==> config.mk <==
export PLATFORM = sky130hd
export DESIGN_NAME = rle_sprite_level_mask_decoder_unit_flat
export DESIGN_NICKNAME = d
export VERILOG_FILES = /design/src/sv/rlsd_pkg.sv /design/src/sv/rlsd_chan_if.sv /design/src/sv/rlsd_place.sv /design/src/sv/rle_sprite_level_mask_decoder_unit.sv /design/src/flat_wrapper.sv
export VERILOG_INCLUDE_DIRS = /design/src /design/src/sv
export SDC_FILE = /design/constraint.sdc
export NUM_CORES = 1
export LEC_CHECK = 0
export BUFFER_PORTS_ARGS = -buffer_cell sky130_fd_sc_hd__buf_2
export CAP_MARGIN = 10
export CORE_MARGIN = 5
export CORE_UTILIZATION = 55
export DETAILED_ROUTE_END_ITERATION = 10
export GPL_TIMING_DRIVEN = 0
export PLACE_DENSITY = 0.72
export SLEW_MARGIN = 20
export SYNTH_ARGS = -nofsm -noshare
export SYNTH_HDL_FRONTEND = slang
export SYNTH_HIERARCHICAL = 1
export SYNTH_SLANG_ARGS = --single-unit
==> constraint.sdc <==
create_clock -name clk -period 8.5 [get_ports clk]
set_input_delay 1.7 -clock clk [delete_from_list [all_inputs] [get_ports clk]]
set_output_delay 1.7 -clock clk [all_outputs]
set_load 0.02 [all_outputs]
==> src/sv/rle_sprite_level_mask_decoder_unit_defines.svh <==
// Assertion helpers shared by the decoder RTL. Each macro expects signals
// named clk and arst_n in the scope where it is used.
`ifndef RLE_SPRITE_LEVEL_MASK_DECODER_UNIT_DEFINES_SVH
`define RLE_SPRITE_LEVEL_MASK_DECODER_UNIT_DEFINES_SVH

// Property checked on every rising clock edge, ignored while reset is low.
`define RLSD_ASSERT(label, prop, msg) \
	label: assert property (@(posedge clk) disable iff (!arst_n) (prop)) \
	else $error(msg);

// If cond holds at one edge, result must hold at the next edge.
`define RLSD_ASSERT_NEXT(label, cond, result, msg) \
	`RLSD_ASSERT(label, (cond) |=> (result), msg)

`endif

==> src/sv/rlsd_pkg.sv <==
package rlsd_pkg;

	// Sprite geometry defaults.
	localparam int ICON_WIDTH_DEF  = 14;
	localparam int ICON_HEIGHT_DEF = 16;

	// Configuration port.
	localparam int CFG_IDX_W  = 2;
	localparam int CFG_DATA_W = 16;

	localparam logic [CFG_IDX_W-1:0] CFG_FILL_PERCENT = 2'd0;
	localparam logic [CFG_IDX_W-1:0] CFG_ORIGIN_X     = 2'd1;
	localparam logic [CFG_IDX_W-1:0] CFG_ORIGIN_Y     = 2'd2;
	localparam logic [CFG_IDX_W-1:0] CFG_EMPTY_COLOR  = 2'd3;

	localparam int FILL_W   = 7;
	localparam int ORIGIN_W = 11;
	localparam int COLOR_W  = 16;
	localparam int COORD_W  = 12;
	localparam int HIDDEN_W = 7;

	localparam logic [FILL_W-1:0]  FILL_RESET        = 7'd100;
	localparam logic [COLOR_W-1:0] EMPTY_COLOR_RESET = 16'h4229;

	// Token layout.
	localparam int RUN_W    = 15;
	localparam int SKIP_BIT = 15;

	// Rounding-up divide by 100: (n * DIV100_MUL) >> DIV100_SH is exact for
	// n below 43690, which covers every height and fill level.
	localparam int PCT_ROUND   = 99;
	localparam int DIV100_MUL  = 10486;
	localparam int DIV100_SH   = 20;
	localparam int PCT_PROD_W  = 28;
	localparam int VISIBLE_W   = 8;

	localparam int JITTER_LEN = 14;
	localparam int JITTER_W   = 3;
	localparam int JCOL_W     = 4;

	// Per-column shift of the fill edge; columns past the table get none.
	function automatic logic signed [JITTER_W-1:0] col_jitter(input logic [JCOL_W-1:0] col);
		logic signed [JITTER_W-1:0] j;
		case (col)
			4'd0:    j = -3'sd1;
			4'd1:    j = 3'sd0;
			4'd2:    j = 3'sd1;
			4'd3:    j = 3'sd0;
			4'd4:    j = 3'sd2;
			4'd5:    j = 3'sd1;
			4'd6:    j = 3'sd0;
			4'd7:    j = -3'sd1;
			4'd8:    j = 3'sd1;
			4'd9:    j = 3'sd0;
			4'd10:   j = 3'sd2;
			4'd11:   j = 3'sd0;
			4'd12:   j = -3'sd1;
			4'd13:   j = 3'sd1;
			default: j = 3'sd0;
		endcase
		return j;
	endfunction

	typedef struct packed {
		logic [15:0] stream_word;
		logic        last_word;
	} word_beat_t;

	typedef struct packed {
		logic signed [COORD_W-1:0] pixel_x;
		logic signed [COORD_W-1:0] pixel_y;
		logic [COLOR_W-1:0]        pixel_color;
	} pixel_beat_t;

	// Register view the placement pipeline needs.
	typedef struct packed {
		logic signed [ORIGIN_W-1:0] origin_x;
		logic signed [ORIGIN_W-1:0] origin_y;
		logic [COLOR_W-1:0]         empty_color;
		logic [HIDDEN_W-1:0]        hidden_rows;
	} place_cfg_t;

endpackage

==> src/sv/rlsd_chan_if.sv <==
interface rlsd_chan_if #(
	parameter type beat_t = logic
) ();
	logic  valid;
	logic  ready;
	beat_t data;

	modport source (output valid, output data, input ready);
	modport sink (input valid, input data, output ready);
endinterface

==> src/sv/rlsd_place.sv <==
module rlsd_place #(
	parameter int ICON_WIDTH  = rlsd_pkg::ICON_WIDTH_DEF,
	parameter int ICON_HEIGHT = rlsd_pkg::ICON_HEIGHT_DEF,
	parameter int POS_W       = $clog2(ICON_WIDTH * ICON_HEIGHT + 1)
) (
	input  logic                          clk,
	input  logic                          arst_n,
	input  logic                          in_valid,
	output logic                          in_ready,
	input  logic [POS_W-1:0]              in_pos,
	input  logic [rlsd_pkg::COLOR_W-1:0]  in_color,
	input  rlsd_pkg::place_cfg_t          cfg,
	output logic                          out_valid,
	input  logic                          out_ready,
	output rlsd_pkg::pixel_beat_t         out_beat
);
	localparam int ROW_W   = (ICON_HEIGHT > 1) ? $clog2(ICON_HEIGHT) : 1;
	localparam int COL_W   = (ICON_WIDTH > 1) ? $clog2(ICON_WIDTH) : 1;
	// Ceiling reciprocal of the width; the shift is large enough that the
	// quotient is exact for every position in the sprite.
	localparam int ROW_SH  = POS_W + 4;
	localparam int ROW_MUL = ((1 << ROW_SH) + ICON_WIDTH - 1) / ICON_WIDTH;
	localparam int PROD_W  = POS_W + ROW_SH + 1;
	localparam int CUT_W   = rlsd_pkg::HIDDEN_W + 2;

	logic                         v_s2;
	logic [POS_W-1:0]             pos_s2;
	logic [ROW_W-1:0]             row_s2;
	logic [rlsd_pkg::COLOR_W-1:0] color_s2;
	logic                         v_s3;
	rlsd_pkg::pixel_beat_t        beat_s3;

	logic                                 rdy_s2;
	logic                                 rdy_s3;
	logic [PROD_W-1:0]                    row_prod;
	logic [POS_W-1:0]                     row_base;
	logic [POS_W-1:0]                     col_full;
	logic [COL_W-1:0]                     col;
	logic signed [rlsd_pkg::JITTER_W-1:0] jit;
	logic signed [CUT_W-1:0]              cut_raw;
	logic [rlsd_pkg::HIDDEN_W-1:0]        cut;
	logic                                 hide;
	rlsd_pkg::pixel_beat_t                beat_d;

	assign rdy_s3   = ~v_s3 | out_ready;
	assign rdy_s2   = ~v_s2 | rdy_s3;
	assign in_ready = rdy_s2;

	assign row_prod = PROD_W'(in_pos) * PROD_W'(ROW_MUL);

	always_comb begin
		row_base = POS_W'(row_s2) * POS_W'(ICON_WIDTH);
		col_full = pos_s2 - row_base;
		col      = col_full[COL_W-1:0];
		jit      = rlsd_pkg::col_jitter(rlsd_pkg::JCOL_W'(col));
		cut_raw  = $signed({2'b00, cfg.hidden_rows}) +
			$signed({{(CUT_W - rlsd_pkg::JITTER_W){jit[rlsd_pkg::JITTER_W-1]}}, jit});
		if (cfg.hidden_rows == '0) begin
			cut = '0;
		end else if (cut_raw < 0) begin
			cut = '0;
		end else if (cut_raw > CUT_W'(ICON_HEIGHT)) begin
			cut = rlsd_pkg::HIDDEN_W'(ICON_HEIGHT);
		end else begin
			cut = cut_raw[rlsd_pkg::HIDDEN_W-1:0];
		end
		hide = rlsd_pkg::HIDDEN_W'(row_s2) < cut;
		beat_d.pixel_x = {cfg.origin_x[rlsd_pkg::ORIGIN_W-1], cfg.origin_x} +
			rlsd_pkg::COORD_W'(col);
		beat_d.pixel_y = {cfg.origin_y[rlsd_pkg::ORIGIN_W-1], cfg.origin_y} +
			rlsd_pkg::COORD_W'(row_s2);
		beat_d.pixel_color = hide ? cfg.empty_color : color_s2;
	end

	always_ff @(posedge clk or negedge arst_n) begin
		if (!arst_n) begin
			v_s2 <= 1'b0;
			v_s3 <= 1'b0;
		end else begin
			if (rdy_s2) begin
				v_s2 <= in_valid;
			end
			if (rdy_s3) begin
				v_s3 <= v_s2;
			end
		end
	end

	always_ff @(posedge clk) begin
		if (rdy_s2 && in_valid) begin
			pos_s2   <= in_pos;
			row_s2   <= row_prod[ROW_SH +: ROW_W];
			color_s2 <= in_color;
		end
		if (rdy_s3 && v_s2) begin
			beat_s3 <= beat_d;
		end
	end

	assign out_valid = v_s3;
	assign out_beat  = beat_s3;
endmodule

==> src/sv/rle_sprite_level_mask_decoder_unit.sv <==
// Run-length sprite decoder with a fill-level mask.
//
// The words channel carries one beat per coded 16-bit word of an RGB565
// sprite; last_word marks the final beat, after which the decoder starts
// over at the top-left pixel. A token beat either skips pixels or announces
// literal colour beats; each literal beat inside the sprite yields exactly one
// pixel beat with its screen position and colour. Tokens produce none.
// The configuration port writes fill level, origin and empty colour; the user
// must write it only while no pixel is in flight; the block does not enforce it.
//
// A literal accepted from words passes through the input register, the
// row-divide stage and the output register before it is offered on the
// pixels channel. One word is accepted per cycle as long as the receiver
// keeps up; the only loop is the position/literal-count update, one add and
// compare per word.
// When the receiver stalls, the three stage registers fill up in turn and
// words stays ready until all of them hold a beat.
// Reset clears the decoder position, empties the pipeline and restores the
// registers to 100 percent fill, origin zero and the default empty colour.
`include "rle_sprite_level_mask_decoder_unit_defines.svh"

module rle_sprite_level_mask_decoder_unit #(
	parameter int ICON_WIDTH  = rlsd_pkg::ICON_WIDTH_DEF,
	parameter int ICON_HEIGHT = rlsd_pkg::ICON_HEIGHT_DEF
) (
	input  logic                              clk,
	input  logic                              arst_n,
	input  logic                              cfg_we,
	input  logic [rlsd_pkg::CFG_IDX_W-1:0]    cfg_index,
	input  logic [rlsd_pkg::CFG_DATA_W-1:0]   cfg_wdata,
	rlsd_chan_if.sink                         words,
	rlsd_chan_if.source                       pixels
);
	localparam int TOTAL = ICON_WIDTH * ICON_HEIGHT;
	localparam int POS_W = $clog2(TOTAL + 1);
	localparam int SUM_W = rlsd_pkg::RUN_W + 1;
	localparam int NUM_W = $clog2(ICON_HEIGHT * 127 + rlsd_pkg::PCT_ROUND + 1);
	localparam int VIS_W = rlsd_pkg::VISIBLE_W;

	// Configuration registers.
	logic [rlsd_pkg::FILL_W-1:0]          fill_q;
	logic signed [rlsd_pkg::ORIGIN_W-1:0] origin_x_q;
	logic signed [rlsd_pkg::ORIGIN_W-1:0] origin_y_q;
	logic [rlsd_pkg::COLOR_W-1:0]         empty_color_q;
	logic [rlsd_pkg::HIDDEN_W-1:0]        hidden_q;

	// Decoder state.
	logic [POS_W-1:0]           pos_q;
	logic [rlsd_pkg::RUN_W-1:0] lit_q;

	// Input stage register.
	logic                         v_s1;
	logic [POS_W-1:0]             pos_s1;
	logic [rlsd_pkg::COLOR_W-1:0] color_s1;

	rlsd_pkg::word_beat_t       word_beat;
	rlsd_pkg::pixel_beat_t      pix_beat;
	rlsd_pkg::place_cfg_t       place_cfg;
	logic                       acc;
	logic                       rdy_s1;
	logic                       place_ready;
	logic                       full;
	logic                       emit;
	logic [rlsd_pkg::RUN_W-1:0] run;
	logic [SUM_W-1:0]           skip_sum;
	logic [POS_W-1:0]           pos_d;
	logic [rlsd_pkg::RUN_W-1:0] lit_d;

	logic [NUM_W-1:0]                pct_num;
	logic [rlsd_pkg::PCT_PROD_W-1:0] pct_prod;
	logic [VIS_W-1:0]                visible;
	logic [VIS_W-1:0]                visible_cl;

	assign word_beat = words.data;
	assign acc       = words.valid & words.ready;
	assign rdy_s1    = ~v_s1 | place_ready;
	assign words.ready = rdy_s1;

	// Visible rows = ceil(height * fill / 100), saturated at the height.
	// The hidden row count is re-registered every cycle from the fill level.
	always_comb begin
		pct_num    = NUM_W'(ICON_HEIGHT) * NUM_W'(fill_q) + NUM_W'(rlsd_pkg::PCT_ROUND);
		pct_prod   = rlsd_pkg::PCT_PROD_W'(pct_num) *
			rlsd_pkg::PCT_PROD_W'(rlsd_pkg::DIV100_MUL);
		visible    = pct_prod[rlsd_pkg::DIV100_SH +: VIS_W];
		visible_cl = (visible > VIS_W'(ICON_HEIGHT)) ? VIS_W'(ICON_HEIGHT) : visible;
	end

	// Token and literal decode. A sprite that is full ignores every word,
	// and a last beat always returns the decoder to its start.
	always_comb begin
		full     = pos_q >= POS_W'(TOTAL);
		run      = word_beat.stream_word[rlsd_pkg::RUN_W-1:0];
		skip_sum = SUM_W'(pos_q) + SUM_W'(run);
		emit     = acc & ~full & (lit_q != '0);
		pos_d    = pos_q;
		lit_d    = lit_q;
		if (acc) begin
			if (!full) begin
				if (lit_q == '0) begin
					if (run != '0) begin
						if (word_beat.stream_word[rlsd_pkg::SKIP_BIT]) begin
							pos_d = (skip_sum > SUM_W'(TOTAL)) ? POS_W'(TOTAL) :
								skip_sum[POS_W-1:0];
						end else begin
							lit_d = run;
						end
					end
				end else begin
					pos_d = pos_q + 1'b1;
					lit_d = lit_q - 1'b1;
				end
			end
			if (word_beat.last_word) begin
				pos_d = '0;
				lit_d = '0;
			end
		end
	end

	always_ff @(posedge clk or negedge arst_n) begin
		if (!arst_n) begin
			fill_q        <= rlsd_pkg::FILL_RESET;
			origin_x_q    <= '0;
			origin_y_q    <= '0;
			empty_color_q <= rlsd_pkg::EMPTY_COLOR_RESET;
			hidden_q      <= '0;
			pos_q         <= '0;
			lit_q         <= '0;
			v_s1          <= 1'b0;
		end else begin
			if (cfg_we) begin
				case (cfg_index)
					rlsd_pkg::CFG_FILL_PERCENT: begin
						fill_q <= cfg_wdata[rlsd_pkg::FILL_W-1:0];
					end
					rlsd_pkg::CFG_ORIGIN_X: begin
						origin_x_q <= cfg_wdata[rlsd_pkg::ORIGIN_W-1:0];
					end
					rlsd_pkg::CFG_ORIGIN_Y: begin
						origin_y_q <= cfg_wdata[rlsd_pkg::ORIGIN_W-1:0];
					end
					rlsd_pkg::CFG_EMPTY_COLOR: begin
						empty_color_q <= cfg_wdata[rlsd_pkg::COLOR_W-1:0];
					end
					default: begin
					end
				endcase
			end
			hidden_q <= rlsd_pkg::HIDDEN_W'(VIS_W'(ICON_HEIGHT) - visible_cl);
			pos_q    <= pos_d;
			lit_q    <= lit_d;
			if (rdy_s1) begin
				v_s1 <= emit;
			end
		end
	end

	always_ff @(posedge clk) begin
		if (emit) begin
			pos_s1   <= pos_q;
			color_s1 <= word_beat.stream_word;
		end
	end

	assign place_cfg.origin_x    = origin_x_q;
	assign place_cfg.origin_y    = origin_y_q;
	assign place_cfg.empty_color = empty_color_q;
	assign place_cfg.hidden_rows = hidden_q;

	// Row/column split, fill mask and screen offset, two stages.
	rlsd_place #(
		.ICON_WIDTH  (ICON_WIDTH),
		.ICON_HEIGHT (ICON_HEIGHT),
		.POS_W       (POS_W)
	) u_place (
		.clk       (clk),
		.arst_n    (arst_n),
		.in_valid  (v_s1),
		.in_ready  (place_ready),
		.in_pos    (pos_s1),
		.in_color  (color_s1),
		.cfg       (place_cfg),
		.out_valid (pixels.valid),
		.out_ready (pixels.ready),
		.out_beat  (pix_beat)
	);

	assign pixels.data = pix_beat;

	// A last beat leaves the decoder expecting a token at the first pixel.
	`RLSD_ASSERT_NEXT(a_last_clears, acc && word_beat.last_word,
		pos_q == '0 && lit_q == '0, "decoder state not cleared after last beat")

	// Every literal beat lands in the input stage with its own position.
	`RLSD_ASSERT_NEXT(a_emit_loads, emit, v_s1 && pos_s1 == $past(pos_q),
		"literal beat not captured by the input stage")

	// A literal beat other than the last advances the position by exactly one pixel.
	`RLSD_ASSERT_NEXT(a_emit_steps, emit && !word_beat.last_word,
		pos_q == POS_W'($past(pos_q) + 1'b1), "position did not advance on a literal")

	// The position never runs past the end of the sprite.
	`RLSD_ASSERT(a_pos_bounded, pos_q <= POS_W'(TOTAL), "position beyond sprite end")
endmodule
==> src/flat_wrapper.sv <==
// flat-port wrapper written by rule: the top's interface ports become plain ports
module rle_sprite_level_mask_decoder_unit_flat 
#(
	parameter int ICON_WIDTH  = rlsd_pkg::ICON_WIDTH_DEF,
	parameter int ICON_HEIGHT = rlsd_pkg::ICON_HEIGHT_DEF
)
  (clk, arst_n, cfg_we, cfg_index, cfg_wdata, words_valid, words_data, words_ready, pixels_valid, pixels_data, pixels_ready);
  rlsd_chan_if words_i ();
  rlsd_chan_if pixels_i ();
  input  logic clk;
  input  logic arst_n;
  input  logic cfg_we;
  input  logic [rlsd_pkg::CFG_IDX_W-1:0] cfg_index;
  input  logic [rlsd_pkg::CFG_DATA_W-1:0] cfg_wdata;
  input wire logic [$bits(words_i.valid)-1:0] words_valid;
  input wire logic [$bits(words_i.data)-1:0] words_data;
  output wire logic [$bits(words_i.ready)-1:0] words_ready;
  output wire logic [$bits(pixels_i.valid)-1:0] pixels_valid;
  output wire logic [$bits(pixels_i.data)-1:0] pixels_data;
  input wire logic [$bits(pixels_i.ready)-1:0] pixels_ready;
  assign words_i.valid = words_valid;
  assign words_i.data = words_data;
  assign words_ready = words_i.ready;
  assign pixels_valid = pixels_i.valid;
  assign pixels_data = pixels_i.data;
  assign pixels_i.ready = pixels_ready;
  rle_sprite_level_mask_decoder_unit #(.ICON_WIDTH(ICON_WIDTH), .ICON_HEIGHT(ICON_HEIGHT)) u_core (.clk(clk), .arst_n(arst_n), .cfg_we(cfg_we), .cfg_index(cfg_index), .cfg_wdata(cfg_wdata), .words(words_i), .pixels(pixels_i));
endmodule
==> impl_metrics.toml, run 1 <==
[synthesis]
syn_inst = 624
syn_avg_cell_area_sq_um = 9.95
yosysWarnings = 6
netlist_area_sq_um = 6210

[setup_path]
cp-start-kind = "flip-flop"
path_class = "reg -> reg"
rr_worst_depth = 24
cp_max_fo = 6
cp-end-kind = "flip-flop"
cp.required_ns = 8.74
cp.arrival_ns = 6.66

[cells_and_area]
area_growth_pct = 9.63
layout_commonest_cell = "ha_1"
drive_above_1_share_pct = 11.4
fill_cells = 915
diodes = 0
nNetsFinal = 831
final_cell_mix = "ha_1, inv_1, nor2_1"

[die]
die_h_microns = 116
io_pins = 27
core_sq_um = 10900
start_util_pct = 56.8
fp.dieW_microns = 116
rows = 38
design.die.area_sq_um = 13500

[route]
vias_per_cell = 5.52
num_vias = 4405
ant_nets = 0
wirelength_microns = 11400
wl_per_cell_microns = 14.3
drt-pass1-iter-count = 4
drc = 0
drt_iter0_markers = 216

[timing]
hold_viol = 0
final.setup_skew_ns = 0.00695
worstMarginPinSlew_ns = 0.878
drv_slew = 0
slew_headroom_pct = 41.5
period_share_pct = 75.6
rsz0062_at_grt = "false"
report.final.setup_viol = 0
tns_ns = 0
fin_crit_ns = 6.42
fmax_mhz = 156

[global_route]
track_usage_pct = 18.8
grt_use_met2_pct = 32.9
top_usage_layer = "met2"
grt_antenna_before_repair = 0
overflow = 0
grt_pass1_vias = 4633
grtUsageMet1_pct = 23.9
use_met3_pct = 3.16
grt_max_degree = 42
grt_pass1_wl_microns = 20500

[status]
status = "finished, final reports clean"

[cts]
cts_htree_levels = 3
clkTransAtPathRegs_ns = 0.05
cts_resized = 0
ctsHoldBuffers = 0
tritoncts = "done"
cts_setup_buffers = 0
cts_root_buf = "clkbuf_16"
insertion_delay_ns = 0.32
clock_path_buffers = 2
cts_buffers = 9
cts_sinks = 59

[placed_design]
dp_hpwl_microns = 9600
gp_congestion = 0.839
io_buffers = 17

[min_path]
hold_path.class = "reg -> reg"
whs_path_depth = 1

[flow_run]
cap_violations = 0
==> worst paths after layout <==
kind	start	end	slack [ns]
worst max register to register	u_core/fill_q[1]	u_core/hidden_q[4]	2.08
max in group asynchronous	arst_n	u_core/hidden_q[4]	6.45
worst min-delay path	u_core/v_s1	u_core/u_place/v_s2	0.48
min in group asynchronous	arst_n	u_core/lit_q[5]	1.49
worst min register to register	u_core/v_s1	u_core/u_place/v_s2	0.48
worst max-delay path	u_core/fill_q[1]	u_core/hidden_q[4]	2.08
==> area by class of cell <==
| cell class | instances | area (sq um) | area share, % |
|---|---|---|---|
| multi-input cells | 463 | 4250 | 62.4 |
| plain buffers | 8 | 37.5 | 0.551 |
| clock buffers | 14 | 295 | 4.34 |
| well taps | 140 | 175 | 2.57 |
| flip-flops and latches | 59 | 1570 | 23.1 |
| clock inverters | 2 | 38.8 | 0.570 |
| repair buffers | 17 | 85.1 | 1.25 |
| inverters | 95 | 359 | 5.27 |
==> worst max-delay path: stages (launching register included) <==
cell and delay [ns]:
dfrtp_1 0.45, inv_1 0.25, ha_1 0.25, xor2_1 0.25, inv_1 0.20, fa_1 0.57, inv_1 0.06, fa_1 0.46
fa_1 0.53, inv_1 0.06, fa_1 0.53, inv_1 0.06, fa_1 0.54, inv_1 0.04, ha_1 0.34, a21oi_1 0.19
nor3_2 0.08, nor3_4 0.26, nor2_1 0.08, a311oi_1 0.42, a21oi_2 0.13, nand2_1 0.10, ha_1 0.23, nand3b_1 0.09
mux2i_1 0.14
==> sequential cells by signal (all words and copies together), names as in the netlist <==
register / flops
u_core/lit_q: 15
u_core/pos_q: 8
u_core/pos_s1: 8
u_core/fill_q: 7
u_core/hidden_q: 7
u_core/u_place/pos_s2: 4
u_core/u_place/row_s2: 4
u_core/empty_color_q: 1
u_core/u_place/color_s2: 1
u_core/u_place/out_beat: 1
u_core/u_place/out_valid: 1
u_core/u_place/v_s2: 1
u_core/v_s1: 1
==> routing by layer <==
metal,up-vias,wire [microns]
met1,2088,5220
met3,20,327
met5,-,0
met4,0,201
li1,2232,-
met2,65,5670
==> stage by stage <==
step / util [%] / area, sq um / hold WS [ns] / std cells / setup WS [ns]
3_3_place_gp: 59.2 / 6470 / 0.460 / 782 / 2.22
6_report: 62.3 / 6810 / 0.481 / 798 / 2.08
3_5_place_dp: 59.2 / 6470 / 0.469 / 782 / 2.06
4_1_cts: 62.3 / 6810 / 0.484 / 798 / 2.02
2_1_floorplan: - / 6210 / 0.448 / 625 / 2.71
5_1_grt: 62.3 / 6810 / 0.516 / 798 / 1.62
Power of run 1 is left out: the tool's default activity adds up to more than one toggle a clock period on the data nets, which glitch-free logic cannot reach.
==> run 2, diff against run 1 <==
PLACE_DENSITY = 0.74   (was 0.72)
clock period = 5.64 ns   (was 8.5 ns; I/O delays follow)
==> run 2 against run 1 <==
Critical path depth shrank 1. Via count up 6.1%. Utilization grew 4.6 points. Wire length up 14%. Non-clock buffer count up 30. Die area unchanged. Global-route usage increased by 1.1 points. Clock skew is 0.0011 ns higher. Critical endpoint unchanged. Highest routed layer unchanged.
==> impl_metrics.toml, run 2 (synthesis gave the netlist of run 1 again) <==
[status]
status = "finished, final reports clean"

[die]
io_pins = 27
die_h_microns = 116
design.die.area_sq_um = 13500
rows = 38
fp.dieW_microns = 116
core_sq_um = 10900
start_util_pct = 56.8

[cts]
cts_buffers = 9
clkTransAtPathRegs_ns = 0.05
insertion_delay_ns = 0.32
cts_root_buf = "clkbuf_16"
clock_path_buffers = 2
cts_htree_levels = 3
cts_sinks = 59
tritoncts = "done"

[timing]
period_share_pct = 99.5
final.setup_skew_ns = 0.00801
hold_viol = 0
setup_slack_ns = 0.0292
report.final.setup_viol = 0
fin_crit_ns = 5.61
rsz0062_at_grt = "true"
worstMarginPinSlew_ns = 0.874
drv_slew = 0
slew_headroom_pct = 41.7
fmax_mhz = 178

[cells_and_area]
nNetsFinal = 861
fill_cells = 798
final_cell_mix = "ha_1, inv_1, nor2_1"
largest_register_ffs = 15
largest_register = "u_core/lit_q"
layout_commonest_cell = "ha_1"
reg_top3 = "u_core/lit_q: 15 flops, u_core/pos_q: 8 flops, u_core/pos_s1: 8 flops"
drive_above_1_share_pct = 22.7
area_growth_pct = 17.8
diodes = 0

[placed_design]
gp_congestion = 0.872
dp_hpwl_microns = 9480
dp_slack_ns = -0.534
io_buffers = 17

[route]
num_vias = 4672
drc = 0
ant_nets = 0
vias_per_cell = 5.64
drt_iter0_markers = 325
wirelength_microns = 13000
wl_per_cell_microns = 15.7
drt-pass1-iter-count = 5

[global_route]
top_usage_layer = "met2"
grtUsageMet1_pct = 24.5
grt_max_degree = 42
grt_use_met2_pct = 36.2
grt_pass1_wl_microns = 21700
grt_pass1_vias = 4760
grt_antenna_before_repair = 0
use_met3_pct = 3.89
track_usage_pct = 19.9
overflow = 0

[setup_path]
cp.arrival_ns = 5.81
cp_max_fo = 5
cp-start-kind = "flip-flop"
cp-end-kind = "flip-flop"
rr_worst_depth = 23
path_class = "reg -> reg"
rrSetupSlack_ns = 0.03
cp.required_ns = 5.84

[min_path]
hold_path.class = "reg -> reg"
whs_path_depth = 1

[flow_run]
cap_violations = 0
[run 2: changes by cell type in the layout (fill, tap and decap cells not counted), moves of 3 or more]
cell     previous run  this run
nand2_1            32        29
xnor2_2             1         4
a21oi_2             2         6
nand2_2             1         4
ha_1              121       112
ha_4                0         9
a21oi_1            23        18
inv_1              94        83
buf_4               2        32
inv_2               0        10
xnor2_1            21        17
o21ai_0            13        10
[run 2: cell type report]
class	count	area [sq um]	share of cell area, %
Sequential cell	59	1570	21.5
Multi-Input combinational cell	463	4550	62.2
Tap cell	140	175	2.39
Inverter	95	363	4.96
Buffer	8	37.5	0.513
Clock buffer	13	293	4.00
Clock inverter	3	16.3	0.222
Timing Repair Buffer	47	310	4.24
[run 2: final timing paths]
check,from,endpoint
hold / removal,u_core/v_s1,u_core/u_place/v_s2
min in group asynchronous,arst_n,u_core/lit_q[3]
setup / recovery,u_core/fill_q[2],u_core/hidden_q[4]
max in group asynchronous,arst_n,u_core/fill_q[1]
setup reg to reg,u_core/fill_q[2],u_core/hidden_q[4]
hold reg to reg,u_core/v_s1,u_core/u_place/v_s2
[run 2: stage by stage]
| stage | setup TNS (ns) | hold WS (ns) | instance area [sq um] | utilization [%] | cells |
|---|---|---|---|---|---|
| 4_1_cts | 0 | 0.485 | 7100 | 65.0 | 818 |
| 5_1_grt | -0.835 | 0.518 | 7320 | 66.9 | 828 |
| 3_3_place_gp | -2.20 | 0.459 | 6510 | 59.5 | 782 |
| 6_report | 0 | 0.480 | 7320 | 66.9 | 828 |
| 3_5_place_dp | -2.67 | 0.472 | 6510 | 59.5 | 782 |
| 2_1_floorplan | 0 | 0.448 | 6250 | - | 625 |
[run 2: critical path: stages (launching register included)]
cell,delay [ns]
dfstp_2,0.55
inv_2,0.05
ha_4,0.18
and3b_2,0.35
buf_4,0.16
fa_1,0.44
xnor2_1,0.22
ha_1,0.20
a21oi_1,0.07
fa_1,0.49
inv_1,0.05
fa_1,0.47
ha_1,0.31
ha_1,0.35
a21oi_1,0.19
o21bai_1,0.11
nor3_2,0.22
a21oi_2,0.10
or3_4,0.36
a21oi_4,0.18
nand2_2,0.10
ha_4,0.20
nand3b_1,0.07
mux2i_1,0.07
[run 2: timing repair]
item                                    in CTS  in global routing
gates resized for setup                     29                 28
hold buffers                                 0                  0
endpoints found under the setup margin       7                  7
buffers inserted                            20                 10
pin swaps                                   16                 26
[run 2: routing by layer]
metal	vias up	wire length [microns]
met5	-	0
met4	0	122
met3	15	369
met2	91	7000
met1	2273	5550
li1	2293	-
Power of run 2 is left out for the same reason.
